[src/sv/cbsd_pkg.sv]
package cbsd_pkg;

    // Stream framing
    localparam int unsigned BLOCK_BYTES = 256;
    localparam int unsigned POS_W       = (BLOCK_BYTES > 2) ? $clog2(BLOCK_BYTES) : 1;
    localparam logic [POS_W-1:0] POS_LAST = POS_W'(BLOCK_BYTES - 1);

    // Key generator constants
    localparam logic [15:0] KEY_SEED_RESET = 16'h2711;
    localparam logic [15:0] KEY_MUL        = 16'h0055;
    localparam logic [7:0]  KEY_LO_MUL     = 8'h62;
    localparam logic [15:0] KEY_ADD        = 16'h3619;

    // CRC-32, reflected form
    localparam logic [31:0] CRC_POLY = 32'hedb8_8320;
    localparam logic [31:0] CRC_INIT = 32'hffff_ffff;

    // Configuration port
    localparam int unsigned APB_AW = 3;
    localparam int unsigned APB_DW = 32;
    localparam logic [0:0]  REG_KEY_SEED = 1'b0;

    // One result word
    typedef struct packed {
        logic [7:0]  plain_byte;
        logic [31:0] crc_so_far;
    } res_t;

    // Advance the key generator by one multiply-add step
    function automatic logic [15:0] key_advance(input logic [15:0] key);
        logic [15:0] prod;
        logic [7:0]  lo_term;
        prod    = 16'(key * KEY_MUL);
        lo_term = 8'(key[7:0] * KEY_LO_MUL);
        return 16'(prod + {lo_term, 8'h00} + KEY_ADD);
    endfunction

    // Fold one byte into the CRC, bit by bit, least significant first
    function automatic logic [31:0] crc_fold(input logic [31:0] crc, input logic [7:0] data);
        logic [31:0] c;
        c = crc ^ {24'h000000, data};
        for (int i = 0; i < 8; i++) begin
            c = (c >> 1) ^ (c[0] ? CRC_POLY : 32'h0000_0000);
        end
        return c;
    endfunction

endpackage

[src/sv/cbsd_in_if.sv]
interface cbsd_in_if;
    logic       valid;
    logic       ready;
    logic [7:0] cipher_byte;
    logic       restart;

    modport source (output valid, output cipher_byte, output restart, input ready);
    modport sink   (input valid, input cipher_byte, input restart, output ready);
endinterface

[src/sv/cbsd_out_if.sv]
interface cbsd_out_if;
    logic        valid;
    logic        ready;
    logic [7:0]  plain_byte;
    logic [31:0] crc_so_far;

    modport source (output valid, output plain_byte, output crc_so_far, input ready);
    modport sink   (input valid, input plain_byte, input crc_so_far, output ready);
endinterface

[src/sv/chained_block_stream_decrypt_crc.sv]
// Chained block stream decryptor with running CRC-32. Each word on the stream
// port carries one cipher byte and a restart flag; each word on the result
// port carries the plain byte and the complemented CRC-32 over all plain
// bytes since the last restart, this one included. One byte is taken every
// clock cycle while the output buffer has space: the key generator, chain
// byte, block position and CRC are updated together as the byte is taken,
// and that state loop sets the rate. Each result is registered in the
// output buffer before it appears on the port. A two-word output buffer lets
// the stream keep flowing while a result waits; the stream stalls only once
// both words are full. The key seed register (byte address 0) is loaded into
// the key generator at each restart; write it only while the block is idle.
module chained_block_stream_decrypt_crc (
    input  logic                             clk,
    input  logic                             rst_n,
    input  logic                             psel,
    input  logic                             penable,
    input  logic                             pwrite,
    input  logic [cbsd_pkg::APB_AW-1:0]      paddr,
    input  logic [cbsd_pkg::APB_DW-1:0]      pwdata,
    output logic [cbsd_pkg::APB_DW-1:0]      prdata,
    output logic                             pready,
    cbsd_in_if.sink                          stream,
    cbsd_out_if.source                       result
);

    logic [15:0]    key_seed;
    logic           space;
    logic           res_valid;
    cbsd_pkg::res_t res;

    // Configuration registers
    cbsd_cfg u_cfg (
        .clk      (clk),
        .rst_n    (rst_n),
        .psel     (psel),
        .penable  (penable),
        .pwrite   (pwrite),
        .paddr    (paddr),
        .pwdata   (pwdata),
        .prdata   (prdata),
        .pready   (pready),
        .key_seed (key_seed)
    );

    // Decrypt and CRC state
    cbsd_core u_core (
        .clk       (clk),
        .rst_n     (rst_n),
        .stream    (stream),
        .key_seed  (key_seed),
        .space     (space),
        .res_valid (res_valid),
        .res       (res)
    );

    // Result register with skid stage
    cbsd_obuf u_obuf (
        .clk       (clk),
        .rst_n     (rst_n),
        .res_valid (res_valid),
        .res       (res),
        .space     (space),
        .result    (result)
    );

endmodule

[src/sv/cbsd_cfg.sv]
module cbsd_cfg (
    input  logic                             clk,
    input  logic                             rst_n,
    input  logic                             psel,
    input  logic                             penable,
    input  logic                             pwrite,
    input  logic [cbsd_pkg::APB_AW-1:0]      paddr,
    input  logic [cbsd_pkg::APB_DW-1:0]      pwdata,
    output logic [cbsd_pkg::APB_DW-1:0]      prdata,
    output logic                             pready,
    output logic [15:0]                      key_seed
);

    logic [15:0] key_seed_reg;
    logic [15:0] key_seed_next;
    logic        wr_en;
    logic        sel_seed;

    assign pready   = 1'b1;
    assign sel_seed = (paddr[cbsd_pkg::APB_AW-1:2] == cbsd_pkg::REG_KEY_SEED);
    assign wr_en    = psel & penable & pwrite & pready;

    // Take the new seed on a completed write to its word
    always_comb
    begin
        key_seed_next = key_seed_reg;
        if (wr_en && sel_seed)
        begin
            key_seed_next = pwdata[15:0];
        end
    end

    always_ff @(posedge clk or negedge rst_n)
    begin
        if (!rst_n)
        begin
            key_seed_reg <= cbsd_pkg::KEY_SEED_RESET;
        end
        else
        begin
            key_seed_reg <= key_seed_next;
        end
    end

    // Read back the seed, zero elsewhere
    always_comb
    begin
        prdata = '0;
        if (sel_seed)
        begin
            prdata = {{(cbsd_pkg::APB_DW-16){1'b0}}, key_seed_reg};
        end
    end

    assign key_seed = key_seed_reg;

endmodule

[src/sv/cbsd_core.sv]
module cbsd_core (
    input  logic                 clk,
    input  logic                 rst_n,
    cbsd_in_if.sink              stream,
    input  logic [15:0]          key_seed,
    input  logic                 space,
    output logic                 res_valid,
    output cbsd_pkg::res_t       res
);

    logic [15:0]                   key_reg,   key_next;
    logic [7:0]                    chain_reg, chain_next;
    logic [cbsd_pkg::POS_W-1:0]    pos_reg,   pos_next;
    logic [31:0]                   crc_reg,   crc_next;

    logic [15:0]                   key_base;
    logic [7:0]                    chain_base;
    logic [cbsd_pkg::POS_W-1:0]    pos_base;
    logic [31:0]                   crc_base;
    logic                          at_start;
    logic [15:0]                   key_step;
    logic [7:0]                    chain_use;
    logic [7:0]                    plain;
    logic [31:0]                   crc_step;
    logic [cbsd_pkg::POS_W-1:0]    pos_step;
    logic                          accept;

    assign stream.ready = space;
    assign accept       = stream.valid & space;

    // Restart reloads the seed and clears position, chain and CRC first
    always_comb
    begin
        key_base   = stream.restart ? key_seed : key_reg;
        chain_base = stream.restart ? 8'h00 : chain_reg;
        pos_base   = stream.restart ? '0 : pos_reg;
        crc_base   = stream.restart ? cbsd_pkg::CRC_INIT : crc_reg;
    end

    // Advance the key at a block start, decrypt and fold into the CRC
    always_comb
    begin
        at_start  = (pos_base == '0);
        key_step  = at_start ? cbsd_pkg::key_advance(key_base) : key_base;
        chain_use = at_start ? key_step[15:8] : chain_base;
        plain     = stream.cipher_byte ^ chain_use;
        crc_step  = cbsd_pkg::crc_fold(crc_base, plain);
        pos_step  = (pos_base == cbsd_pkg::POS_LAST) ? '0 : pos_base + 1'b1;
    end

    // Commit the state only when a word is taken
    always_comb
    begin
        key_next   = key_reg;
        chain_next = chain_reg;
        pos_next   = pos_reg;
        crc_next   = crc_reg;
        if (accept)
        begin
            key_next   = key_step;
            chain_next = plain;
            pos_next   = pos_step;
            crc_next   = crc_step;
        end
    end

    always_ff @(posedge clk or negedge rst_n)
    begin
        if (!rst_n)
        begin
            key_reg   <= cbsd_pkg::KEY_SEED_RESET;
            chain_reg <= 8'h00;
            pos_reg   <= '0;
            crc_reg   <= cbsd_pkg::CRC_INIT;
        end
        else
        begin
            key_reg   <= key_next;
            chain_reg <= chain_next;
            pos_reg   <= pos_next;
            crc_reg   <= crc_next;
        end
    end

    assign res_valid      = accept;
    assign res.plain_byte = plain;
    assign res.crc_so_far = ~crc_step;

endmodule

[src/sv/cbsd_obuf.sv]
module cbsd_obuf (
    input  logic                 clk,
    input  logic                 rst_n,
    input  logic                 res_valid,
    input  cbsd_pkg::res_t       res,
    output logic                 space,
    cbsd_out_if.source           result
);

    logic           main_valid_reg, main_valid_next;
    logic           skid_valid_reg, skid_valid_next;
    cbsd_pkg::res_t main_reg,       main_next;
    cbsd_pkg::res_t skid_reg,       skid_next;
    logic           pop;

    assign space = ~skid_valid_reg;
    assign pop   = main_valid_reg & result.ready;

    // Drain the skid stage first, else load the new word into main or skid
    always_comb
    begin
        main_valid_next = main_valid_reg;
        skid_valid_next = skid_valid_reg;
        main_next       = main_reg;
        skid_next       = skid_reg;
        if (skid_valid_reg)
        begin
            if (pop)
            begin
                main_next       = skid_reg;
                skid_valid_next = 1'b0;
            end
        end
        else if (res_valid)
        begin
            if (!main_valid_reg || pop)
            begin
                main_next       = res;
                main_valid_next = 1'b1;
            end
            else
            begin
                skid_next       = res;
                skid_valid_next = 1'b1;
            end
        end
        else if (pop)
        begin
            main_valid_next = 1'b0;
        end
    end

    always_ff @(posedge clk or negedge rst_n)
    begin
        if (!rst_n)
        begin
            main_valid_reg <= 1'b0;
            skid_valid_reg <= 1'b0;
        end
        else
        begin
            main_valid_reg <= main_valid_next;
            skid_valid_reg <= skid_valid_next;
        end
    end

    // Hold payload without reset
    always_ff @(posedge clk)
    begin
        main_reg <= main_next;
        skid_reg <= skid_next;
    end

    assign result.valid      = main_valid_reg;
    assign result.plain_byte = main_reg.plain_byte;
    assign result.crc_so_far = main_reg.crc_so_far;

endmodule
[src/flat_wrapper.sv]
// flat-port wrapper written by rule: the top's interface ports become plain ports
module chained_block_stream_decrypt_crc_flat 
  (clk, rst_n, psel, penable, pwrite, paddr, pwdata, prdata, pready, stream_valid, stream_cipher_byte, stream_restart, stream_ready, result_valid, result_plain_byte, result_crc_so_far, result_ready);
  cbsd_in_if stream_i ();
  cbsd_out_if result_i ();
  input  logic clk;
  input  logic rst_n;
  input  logic psel;
  input  logic penable;
  input  logic pwrite;
  input  logic [cbsd_pkg::APB_AW-1:0] paddr;
  input  logic [cbsd_pkg::APB_DW-1:0] pwdata;
  output logic [cbsd_pkg::APB_DW-1:0] prdata;
  output logic pready;
  input wire logic [$bits(stream_i.valid)-1:0] stream_valid;
  input wire logic [$bits(stream_i.cipher_byte)-1:0] stream_cipher_byte;
  input wire logic [$bits(stream_i.restart)-1:0] stream_restart;
  output wire logic [$bits(stream_i.ready)-1:0] stream_ready;
  output wire logic [$bits(result_i.valid)-1:0] result_valid;
  output wire logic [$bits(result_i.plain_byte)-1:0] result_plain_byte;
  output wire logic [$bits(result_i.crc_so_far)-1:0] result_crc_so_far;
  input wire logic [$bits(result_i.ready)-1:0] result_ready;
  assign stream_i.valid = stream_valid;
  assign stream_i.cipher_byte = stream_cipher_byte;
  assign stream_i.restart = stream_restart;
  assign stream_ready = stream_i.ready;
  assign result_valid = result_i.valid;
  assign result_plain_byte = result_i.plain_byte;
  assign result_crc_so_far = result_i.crc_so_far;
  assign result_i.ready = result_ready;
  chained_block_stream_decrypt_crc u_core (.clk(clk), .rst_n(rst_n), .psel(psel), .penable(penable), .pwrite(pwrite), .paddr(paddr), .pwdata(pwdata), .prdata(prdata), .pready(pready), .stream(stream_i), .result(result_i));
endmodule
[config.mk]
export PLATFORM = sky130hd
export DESIGN_NAME = chained_block_stream_decrypt_crc_flat
export DESIGN_NICKNAME = d
export VERILOG_FILES = /design/src/sv/cbsd_pkg.sv /design/src/sv/cbsd_in_if.sv /design/src/sv/cbsd_out_if.sv /design/src/sv/chained_block_stream_decrypt_crc.sv /design/src/sv/cbsd_cfg.sv /design/src/sv/cbsd_core.sv /design/src/sv/cbsd_obuf.sv /design/src/flat_wrapper.sv
export SDC_FILE = /design/constraint.sdc
export NUM_CORES = 1
export LEC_CHECK = 0
export ABC_AREA = 1
export BUFFER_PORTS_ARGS = -buffer_cell sky130_fd_sc_hd__buf_4
export CAP_MARGIN = 10
export CORE_ASPECT_RATIO = 1.4
export CORE_MARGIN = 3
export CORE_UTILIZATION = 40
export CTS_BUF_LIST = sky130_fd_sc_hd__clkbuf_8
export CTS_CLUSTER_DIAMETER = 100
export CTS_CLUSTER_SIZE = 28
export DETAILED_ROUTE_END_ITERATION = 8
export PLACE_DENSITY = 0.62
export RECOVER_POWER = 100
export SLEW_MARGIN = 20
export SYNTH_ARGS = -nofsm -noshare
export SYNTH_HDL_FRONTEND = slang
export SYNTH_SLANG_ARGS = --single-unit
[constraint.sdc]
create_clock -name clk -period 8.2 [get_ports clk]
set_clock_uncertainty 0.1 [all_clocks]
set_input_delay 1.23 -clock clk [delete_from_list [all_inputs] [get_ports clk]]
set_output_delay 1.23 -clock clk [all_outputs]
set_load 0.02 [all_outputs]
# Word level (Yosys, flattened, before mapping)
# Cells that the tools add are included.
[op_classes] bitwise=18 mul=2 n_eq_ne=3 add_sub_neg=3 n_reduce_logical=10 mux=27
[op_table] op="2-to-1 mux 32 bit" count=9
[op_table] op="bitwise XOR 31 x 32 -> 32 bit" count=8
[op_table] op="2-to-1 mux 40 bit" count=4
[op_table] op="2-to-1 mux 16 bit" count=3
[op_table] op="2-to-1 mux 8 bit" count=4
[op_table] op="NOT 32 bit" count=1
[op_table] op="bitwise XOR 32 x 8 -> 32 bit" count=1
[op_table] op="adder 16 x 14 -> 16 bit, second input constant" count=1
[op_table] op="adder 16 bit" count=1
[op_table] op="multiplier 16 x 7 -> 16 bit, second input constant" count=1
[op_table] op="AND reduction 3 bit" count=3
[op_table] op="adder 8 x 1 -> 8 bit, second input constant" count=1
[op_table] op="equality test 8 bit, second input constant" count=1
[op_table] op="zero test 8 bit" count=1
[op_table] op="multiplier 8 x 6 -> 7 bit, second input constant" count=1
[op_table] op="bitwise XOR 8 bit" count=1
[op_table] op="2-to-1 mux 1 bit" count=7
[op_table] op="nonzero test 2 bit" count=3
[op_table] op="AND 1 bit" count=4
[op_table] op="inequality test 2 x 1 -> 1 bit, second input constant" count=2
[op_table] op="NOT 1 bit" count=3
[op_table] op="logical AND 1 bit" count=1
[op_table] op="zero test 1 bit" count=1
[op_table] op="logical OR 1 bit" count=1
[totals] out_inout_bits=75 inputBits=51 elab_cells=74 regBits=162

# Logic depth before layout (Yosys ltp)
# Gate-level depths: netlist of the first run.
[depth] word_depth=28 mapped_depth=39 depth_no_buf=36

# Modules after synthesis
# Synthesis of the first run repeated with hierarchy kept, for this count alone.
[unflattened] hier_cells=1327 hier_area_um2=10770.3
[by_module_without_submodules] mod="cbsd_core" n_inst=1 area_each_um2=6765.2 cells_per_inst=975 seq_area_each_um2=1649.1
[by_module_without_submodules] mod="cbsd_obuf" n_inst=1 area_each_um2=3059.2 cells_per_inst=227 seq_area_each_um2=2452.4
[by_module_without_submodules] mod="cbsd_cfg" n_inst=1 area_each_um2=945.9 cells_per_inst=125 seq_area_each_um2=407.9

# Worst setup path after synthesis of the first run
# Ideal clock, no wire load.
[synth_path] path_type="input -> register" startpoint="in stream_restart" endpoint="reg u_core.u_obuf.main_reg (netlist bit u_core.u_obuf.result.crc_so_far[27]) (data pin)" path_stages=32 setup_ps=254 path_slack_ps=978 path_buffers=6 t_required_ps=7846 arrival_time_ps=6868 path_cell_list="buf_2 buf_2 clkbuf_1 clkbuf_1 buf_2 nand2_1 o21ai_0 inv_1 ha_1 ha_1 ha_1 inv_1 fa_1 fa_1 fa_1 inv_1 ha_1 inv_1 nor3_1 o21ai_0 nand4_1 nand3b_1 nand3_2 nand3_1 nand2_2 nand2_1 nand3_1 nand2_2 buf_4 nand2_1 nand3_1 nand2_1"
[synth_rtl] element="from (decl)" line_no="flat_wrapper.sv:17" text="input wire logic [$bits(stream_i.restart)-1:0] stream_restart;"
[synth_rtl] element="to (signal assigned)" line_no="cbsd_obuf.sv:70" text="main_reg <= main_next;"
[synth_rtl] element="to (decl)" line_no="cbsd_obuf.sv:12" text="cbsd_pkg::res_t main_reg, main_next;"

==> results of run 1 <==
[worst min-delay path, delay by kind of cell (launching register included)]
| family | cells | cell delay, ns |
|---|---|---|
| simple gates | 2 | 0.10 |
| flops | 1 | 0.37 |
[cells in the mapped netlist, drive strengths merged (24+ instances only)]
cell	instances	share of area (%)
nor2	87	3.2
clkbuf	29	1.0
nand2	475	18
edfxtp	80	22
xor2	46	4.5
inv	160	5.6
dfstp	44	11
o21ai	87	4.2
ha	46	5.3
nand3	113	5.8
a21oi	30	1.4
dfrtp	38	8.8
buf	33	2.1
fa	24	4.4
[per-layer routing]
layer	GRT usage, %	wire length, µm	up-vias
li1	-	-	4374
met1	20.1	10500	3995
met4	10.7	1310	0
met3	2.80	800	69
met2	34.1	14000	176
met5	0	0	-
[stage by stage]
stage               hold WS (ns)  utilization [%]  instances  cell area [µm²]  worst slack [ns]
floorplan                  0.344                -       1355            10900             0.978
global placement           0.356             44.7       1756            11800             0.711
detailed placement         0.358             44.7       1756            11800             0.678
CTS                        0.374             46.1       1788            12200              1.19
global route               0.389             44.6       1789            11800             0.333
finish                     0.374             44.6       1789            11800             0.747
[area by class of cell]
class	count	share of cell area, %
inverter	160	5.11
multi-input combinational	971	45.0
tap	360	3.83
timing repair buffer	104	4.47
clock buffer	18	2.11
clock inverter	14	1.11
sequential	162	38.3
[final timing paths]
path | from | to | depth (start not counted)
worst max-delay path | stream_restart | u_core.u_obuf.result.crc_so_far[30] | 29
worst min-delay path | u_core.u_core.crc_reg[29] | u_core.u_core.crc_reg[29] | 2
worst max register to register | u_core.u_cfg.key_seed[0] | u_core.u_obuf.result.crc_so_far[30] | 27
worst min register to register | u_core.u_core.crc_reg[29] | u_core.u_core.crc_reg[29] | 2
max in group asynchronous | rst_n | u_core.u_core.key_reg[2] | 2
min in group asynchronous | rst_n | u_core.u_obuf.result.valid | 1
[cell families after synthesis]
kind of cell | Yosys count
AND/OR/NAND/NOR | 692
buffers and inverters | 222
flip-flops | 162
adder cells (fa/ha/maj) | 70
other | 2
AO/OA/AOI/OAI | 134
XOR/XNOR | 58
==> flow_metrics.py, run 1 <==
metrics = {
    "yosys": {
        "ys_types": 43,
        "yosys_most_used_dff": "edfxtp_1",
        "synth_mux_area_share_pct": 0,
        "syn_avg_cell_area_um2": 8.07,
        "seq_area_frac_synth_pct": 41.7,
        "synth_edf_count": 80,
        "netlist_area_um2": 10800,
        "syn_inst": 1340,
        "synthXorXnorAreaFrac_pct": 5.49,
        "ys_ff_latch": 162,
        "synth_compound_area_share_pct": 6.67,
        "synth-adder-area-share_pct": 9.76,
        "synth-async-reset-ratio_pct": 50.6,
        "ys_warn_count": 0,
        "synth_top_family_by_area": "simple AND/OR/NAND/NOR gates",
        "yosys.area_share.simple_pct": 27.6,
    },
    "cts": {
        "ctsResizeCount": 0,
        "cts_hold_buffers": 0,
        "root_buffer": "clkbuf_8",
        "post_cts_buffers": 0,
        "clk_pin_slew_ns": 0.09,
        "cts_sinks": 162,
        "htreeDepth": 4,
        "clk_latency_ns": 0.48,
        "clock_path_buffers": 2,
        "cts_made_buffers": 17,
        "tritoncts": "yes",
    },
    "finish": {
        "final_nets": 1537,
        "final_common_cell": "nand2_1",
        "areaGrowthSynthToFinish_pct": 8.71,
        "multi_input_area_um2": 5300,
        "layout_common_cells": "457 x nand2_1, 157 x inv_1, 105 x nand3_1, 87 x nor2_1, 81 x o21ai_0",
        "drive_gt1_share_pct": 10.4,
        "fillers": 2698,
        "diodes": 0,
        "seqCellArea_um2": 4510,
        "largest_reg_flops": 40,
    },
    "sta": {
        "worstMarginPinSlew_ns": 2.98,
        "rsz0062_at_grt": "false",
        "final_hold_viol_count": 0,
        "layout_worst_path_cycle_share_pct": 90.9,
        "timing.fmax_ghz": 0.134,
        "fin_setup_tns_ns": 0,
        "slew_viol_final": 219,
        "relSlewSlack_pct": -98.9,
        "fin_crit_ns": 7.45,
        "setup_viol": 0,
    },
    "global_route": {
        "grtUsageTotal_pct": 18.5,
        "overflow": 0,
        "grt_start_max_net_pins": 88,
        "grt_pass1_wl_mm": 43.1,
        "antenna_found_initial": 0,
        "grt_pass1_vias": 8534,
    },
    "worst_setup_path": {
        "arrival_ns": 7.58,
        "startpoint_type": "input port",
        "crit_buf_inv": 6,
        "cpMaxStageDelayCell": "fa_1",
        "worstPathMaxFanout": 24,
        "critPathMaxStageDelay_ns": 0.55,
        "cp.required_ns": 8.33,
        "critPathKind": "in -> reg",
        "endpoint_kind": "flip-flop",
        "r2r_setup_slack_ns": 1.46,
        "critical-path-top-delay-family": "adder cells",
        "path_common_cell": "nand2_1",
    },
    "route": {
        "viasPerCell": 4.81,
        "vias": 8614,
        "dr.pass1.iters": 5,
        "wl_per_cell_um": 14.9,
        "drt_iter0_markers": 529,
        "routed_wl_mm": 26.7,
        "ant_nets": 0,
        "drcViolationCount": 0,
    },
    "run_status": {
        "violations": "capacitance limit, slew limit",
        "status": "complete, but fails checks",
    },
    "floorplanning": {
        "io_pins": 126,
        "dieArea_um2": 29100,
        "die_w_um": 145,
        "rows": 70,
        "die_h_um": 201,
        "design.core.area_um2": 26400,
        "start_util_pct": 41.0,
    },
    "job": {
        "cap_violations": 6,
    },
    "placed_design": {
        "io_buffers": 90,
        "dp_hpwl_mm": 20.0,
        "place_congestion": 0.899,
    },
    "min_path": {
        "hold_class": "reg -> reg",
    },
}
Power of run 1 is not shown: default switching activity piles up to over one toggle a cycle in this logic, so the estimate is an artifact.
==> inputs of run 2 (changes only) <==
Settings changed: BUFFER_PORTS_ARGS -buffer_cell sky130_fd_sc_hd__buf_4 to -buffer_cell sky130_fd_sc_hd__buf_2, CTS_CLUSTER_DIAMETER 100 to 30, SLEW_MARGIN 20 to 10.
==> run 2 against run 1 <==
Net effect: the run still ends with capacitance limit, slew limit left; routed wire length about the same; clock-buffer cell count down 1; register-to-register slack gained 0.05 ns; final area about the same; die area unchanged; utilization about the same; sequential cell count unchanged; first-iteration DRC count grew 7.6%; critical endpoint is now u_core.u_obuf.result.crc_so_far[21]; largest cell class unchanged.
==> flow_metrics.py, run 2 (synthesized netlist as in run 1, its figures left out) <==
metrics = {
    "placed_design": {
        "dp_hpwl_mm": 19.8,
        "dp_cells": 1755,
        "io_buffers": 90,
        "placedInstanceArea_um2": 11500,
        "place_congestion": 0.857,
    },
    "floorplanning": {
        "die_h_um": 201,
        "io_pins": 126,
        "die_w_um": 145,
        "rows": 70,
        "design.core.area_um2": 26400,
        "start_util_pct": 41.0,
        "dieArea_um2": 29100,
    },
    "route": {
        "drcViolationCount": 0,
        "dr.pass1.iters": 5,
        "drt_iter0_markers": 569,
        "ant_nets": 0,
        "routed_wl_mm": 26.7,
        "vias": 8675,
        "viasPerCell": 4.85,
        "wl_per_cell_um": 14.9,
    },
    "cts": {
        "cts_made_buffers": 17,
        "post_cts_buffers": 0,
        "cts_hold_buffers": 0,
        "root_buffer": "clkbuf_8",
        "clock_path_buffers": 2,
        "tritoncts": "yes",
        "cts_sinks": 162,
        "clk_pin_slew_ns": 0.09,
        "htreeDepth": 4,
        "clk_latency_ns": 0.48,
        "ctsResizeCount": 0,
    },
    "worst_setup_path": {
        "critPathMaxStageDelay_ns": 0.55,
        "r2r_setup_slack_ns": 1.51,
        "path_common_cell": "nand2_1",
        "endpoint_kind": "flip-flop",
        "cp.required_ns": 8.31,
        "arrival_ns": 7.51,
        "path_depth": 28,
        "critical-path-top-delay-family": "adder cells",
        "critPathKind": "in -> reg",
        "cpMaxStageDelayCell": "fa_1",
        "startpoint_type": "input port",
        "worstPathMaxFanout": 24,
        "crit_buf_inv": 5,
        "r2r_cells": 27,
    },
    "sta": {
        "final_hold_viol_count": 0,
        "setup_viol": 0,
        "relSlewSlack_pct": -124,
        "rsz0062_at_grt": "false",
        "layout_worst_path_cycle_share_pct": 90.3,
        "worstMarginPinSlew_ns": 3.36,
        "fin_crit_ns": 7.40,
        "slew_viol_final": 219,
        "fin_setup_tns_ns": 0,
        "timing.fmax_ghz": 0.135,
    },
    "finish": {
        "largest_reg_flops": 40,
        "seqCellArea_um2": 4510,
        "areaGrowthSynthToFinish_pct": 8.69,
        "fin_util_pct": 44.6,
        "fillers": 2634,
        "fin_area_um2": 11800,
        "drive_gt1_share_pct": 10.4,
        "layout_common_cells": "457 x nand2_1, 157 x inv_1, 104 x nand3_1, 86 x nor2_1, 80 x edfxtp_1",
        "final_nets": 1535,
        "multi_input_area_um2": 5310,
        "stdcell_count": 1788,
        "final_common_cell": "nand2_1",
    },
    "job": {
        "cap_violations": 5,
    },
    "run_status": {
        "violations": "capacitance limit, slew limit",
        "status": "complete, but fails checks",
    },
    "global_route": {
        "grt_pass1_vias": 8479,
        "overflow": 0,
        "antenna_found_initial": 1,
        "grt_pass1_wl_mm": 43.0,
        "grt_start_max_net_pins": 61,
        "grtUsageTotal_pct": 18.4,
    },
    "min_path": {
        "holdPathStages": 2,
        "hold_class": "reg -> reg",
    },
}
## run 2: cell types whose count changed in the layout (fill, tap and decap cells not counted), sizes merged
cell and delta:
clkinvlp -4, bufinv +3, clkbuf -3, clkinv +2
diode +1
## run 2: cell type report
| cell class | count | share of cell area, % |
|---|---|---|
| Antenna cell | 1 | 0.0213 |
| Clock buffer | 17 | 1.99 |
| Clock inverter | 15 | 1.73 |
| Inverter | 160 | 5.11 |
| Multi-Input combinational cell | 971 | 45.2 |
| Sequential cell | 162 | 38.4 |
| Tap cell | 360 | 3.83 |
| Timing Repair Buffer | 102 | 3.77 |
## run 2: path summary, 6_finish.rpt
kind	end	from
min in group asynchronous	u_core.u_core.crc_reg[8]	rst_n
worst min register to register	u_core.u_core.crc_reg[20]	u_core.u_core.crc_reg[20]
worst max register to register	u_core.u_obuf.result.crc_so_far[21]	u_core.u_cfg.key_seed[0]
max in group asynchronous	u_core.u_core.key_reg[15]	rst_n
worst min-delay path	u_core.u_core.crc_reg[20]	u_core.u_core.crc_reg[20]
worst max-delay path	u_core.u_obuf.result.crc_so_far[21]	stream_restart
## run 2: through the flow
| step | setup WS, ns | hold WS [ns] |
|---|---|---|
| after floorplan | 0.978 | 0.344 |
| after global placement | 0.579 | 0.358 |
| after detailed placement | 0.485 | 0.360 |
| after CTS | 1.01 | 0.374 |
| after global routing | 0.328 | 0.390 |
| final | 0.797 | 0.373 |
## run 2: worst min-delay path: stages (launching register included)
cell,delay [ns]
dfstp_2,0.38
nand2_1,0.05
nand2_1,0.05
## run 2: per-layer routing
| metal | GRT usage (%) | routed length [µm] |
|---|---|---|
| met1 | 20.3 | 10700 |
| met2 | 34.7 | 14100 |
| met3 | 2.44 | 784 |
| met4 | 8.90 | 1100 |
| met5 | 0 | 0 |
Power of run 2 is left out for the same reason.
==> inputs of run 3 (changes only) <==
Settings changed: CTS_BUF_LIST sky130_fd_sc_hd__clkbuf_8 to default.
==> run 3 against run 2 <==
Net effect: the run still ends with capacitance limit, slew limit left; sequential share of layout area fell by 0.61 points; global-route usage rose by 0.15 points; sequential cell count did not move; critical path type unchanged; critical endpoint is now u_core.u_obuf.result.crc_so_far[4]; largest cell class unchanged.
==> flow_metrics.py, run 3 (synthesized netlist as in run 1, its figures left out) <==
metrics = {
    "worst_setup_path": {
        "endpoint_kind": "flip-flop",
        "r2r_setup_slack_ns": 1.53,
        "worstPathMaxFanout": 27,
        "critPathKind": "in -> reg",
        "arrival_ns": 7.67,
        "cp.required_ns": 8.40,
        "startpoint_type": "input port",
    },
    "cts": {
        "htreeDepth": 4,
        "root_buffer": "clkbuf_16",
        "cts_sinks": 162,
        "ctsResizeCount": 0,
        "cts_hold_buffers": 0,
        "cts_made_buffers": 17,
        "tritoncts": "yes",
        "post_cts_buffers": 0,
        "clk_pin_slew_ns": 0.07,
        "clock_path_buffers": 2,
        "clk_latency_ns": 0.44,
    },
    "global_route": {
        "grt_pass1_wl_mm": 43.3,
        "grt_pass1_vias": 8503,
        "antenna_found_initial": 1,
        "grt_start_max_net_pins": 61,
        "grtUsageTotal_pct": 18.6,
        "overflow": 0,
    },
    "route": {
        "dr.pass1.iters": 5,
        "viasPerCell": 4.86,
        "vias": 8686,
        "drt_iter0_markers": 630,
        "drcViolationCount": 0,
        "ant_nets": 0,
        "routed_wl_mm": 26.8,
        "wl_per_cell_um": 15.0,
    },
    "finish": {
        "final_common_cell": "nand2_1",
        "final_nets": 1535,
        "fillers": 2613,
        "largest_reg_flops": 40,
        "drive_gt1_share_pct": 10.4,
        "stdcell_count": 1788,
        "fin_util_pct": 45.3,
        "layout_common_cells": "457 x nand2_1, 157 x inv_1, 104 x nand3_1, 86 x nor2_1, 80 x edfxtp_1",
        "areaGrowthSynthToFinish_pct": 10.5,
    },
    "sta": {
        "fin_setup_tns_ns": 0,
        "setup_viol": 0,
        "rsz0062_at_grt": "false",
        "layout_worst_path_cycle_share_pct": 91.0,
        "timing.fmax_ghz": 0.134,
        "relSlewSlack_pct": -124,
        "final_hold_viol_count": 0,
        "fin_crit_ns": 7.46,
        "slew_viol_final": 219,
        "worstMarginPinSlew_ns": 3.37,
        "worst_slack_ns": 0.735,
    },
    "run_status": {
        "status": "complete, but fails checks",
        "violations": "capacitance limit, slew limit",
    },
    "floorplanning": {
        "design.core.area_um2": 26400,
        "rows": 70,
        "die_w_um": 145,
        "start_util_pct": 41.0,
        "die_h_um": 201,
        "dieArea_um2": 29100,
        "io_pins": 126,
    },
    "min_path": {
        "hold_class": "reg -> reg",
    },
    "job": {
        "cap_violations": 5,
    },
    "placed_design": {
        "pre_cts_ws_ns": 0.485,
        "dp_cells": 1755,
        "place_congestion": 0.857,
        "dp_hpwl_mm": 19.8,
        "io_buffers": 90,
    },
}
## run 3: per-layer routing
| layer | global-route usage [%] | wire, µm | vias to the layer above |
|---|---|---|---|
| li1 | - | - | 4386 |
| met1 | 20.2 | 10800 | 4090 |
| met2 | 35.2 | 14200 | 159 |
| met3 | 2.62 | 665 | 51 |
| met4 | 8.93 | 1060 | 0 |
| met5 | 0 | 0 | - |
## run 3: through the flow
| stage | hold slack, ns | area (µm²) |
|---|---|---|
| after floorplan | 0.344 | 10900 |
| after global placement | 0.358 | 11500 |
| after detailed placement | 0.360 | 11500 |
| after CTS | 0.371 | 12200 |
| after global routing | 0.387 | 11900 |
| final | 0.369 | 11900 |
## run 3: path summary, 6_finish.rpt
| check | from | endpoint | depth (start not counted) |
|---|---|---|---|
| worst max-delay path | stream_restart | u_core.u_obuf.result.crc_so_far[4] | 27 |
| worst min-delay path | u_core.u_core.crc_reg[5] | u_core.u_core.crc_reg[5] | 2 |
| worst max register to register | u_core.u_cfg.key_seed[0] | u_core.u_obuf.result.crc_so_far[21] | 27 |
| worst min register to register | u_core.u_core.crc_reg[5] | u_core.u_core.crc_reg[5] | 2 |
| max in group asynchronous | rst_n | u_core.u_core.key_reg[15] | 2 |
| min in group asynchronous | rst_n | u_core.u_core.crc_reg[8] | 1 |
## run 3: final cells by class
| type | instances | area (µm²) | area share [%] |
|---|---|---|---|
| clock buffer | 17 | 425 | 3.56 |
| sequential | 162 | 4510 | 37.7 |
| antenna | 1 | 2.50 | 0.0209 |
| timing repair buffer | 102 | 443 | 3.71 |
| inverter | 160 | 601 | 5.03 |
| multi-input combinational | 971 | 5310 | 44.5 |
| tap | 360 | 450 | 3.77 |
| clock inverter | 15 | 204 | 1.71 |
## run 3: critical path: stages
cell	delay, ns
buf_2	0.29
inv_1	0.20
buf_4	0.28
o21ai_0	0.64
ha_1	0.36
fa_1	0.47
fa_1	0.49
ha_1	0.30
ha_1	0.37
nand2_1	0.14
nor2_1	0.24
nand3_1	0.14
nand3_1	0.10
nand2_1	0.05
nand2_1	0.06
nand2_1	0.15
nand2_1	0.12
nand2_1	0.10
nand2_1	0.21
nand2_1	0.08
nand2_1	0.30
nand2_1	0.17
nand2_1	0.28
xor2_2	0.17
xor2_1	0.49
nand2_1	0.10
nand2_1	0.12
Power of run 3 is left out for the same reason.
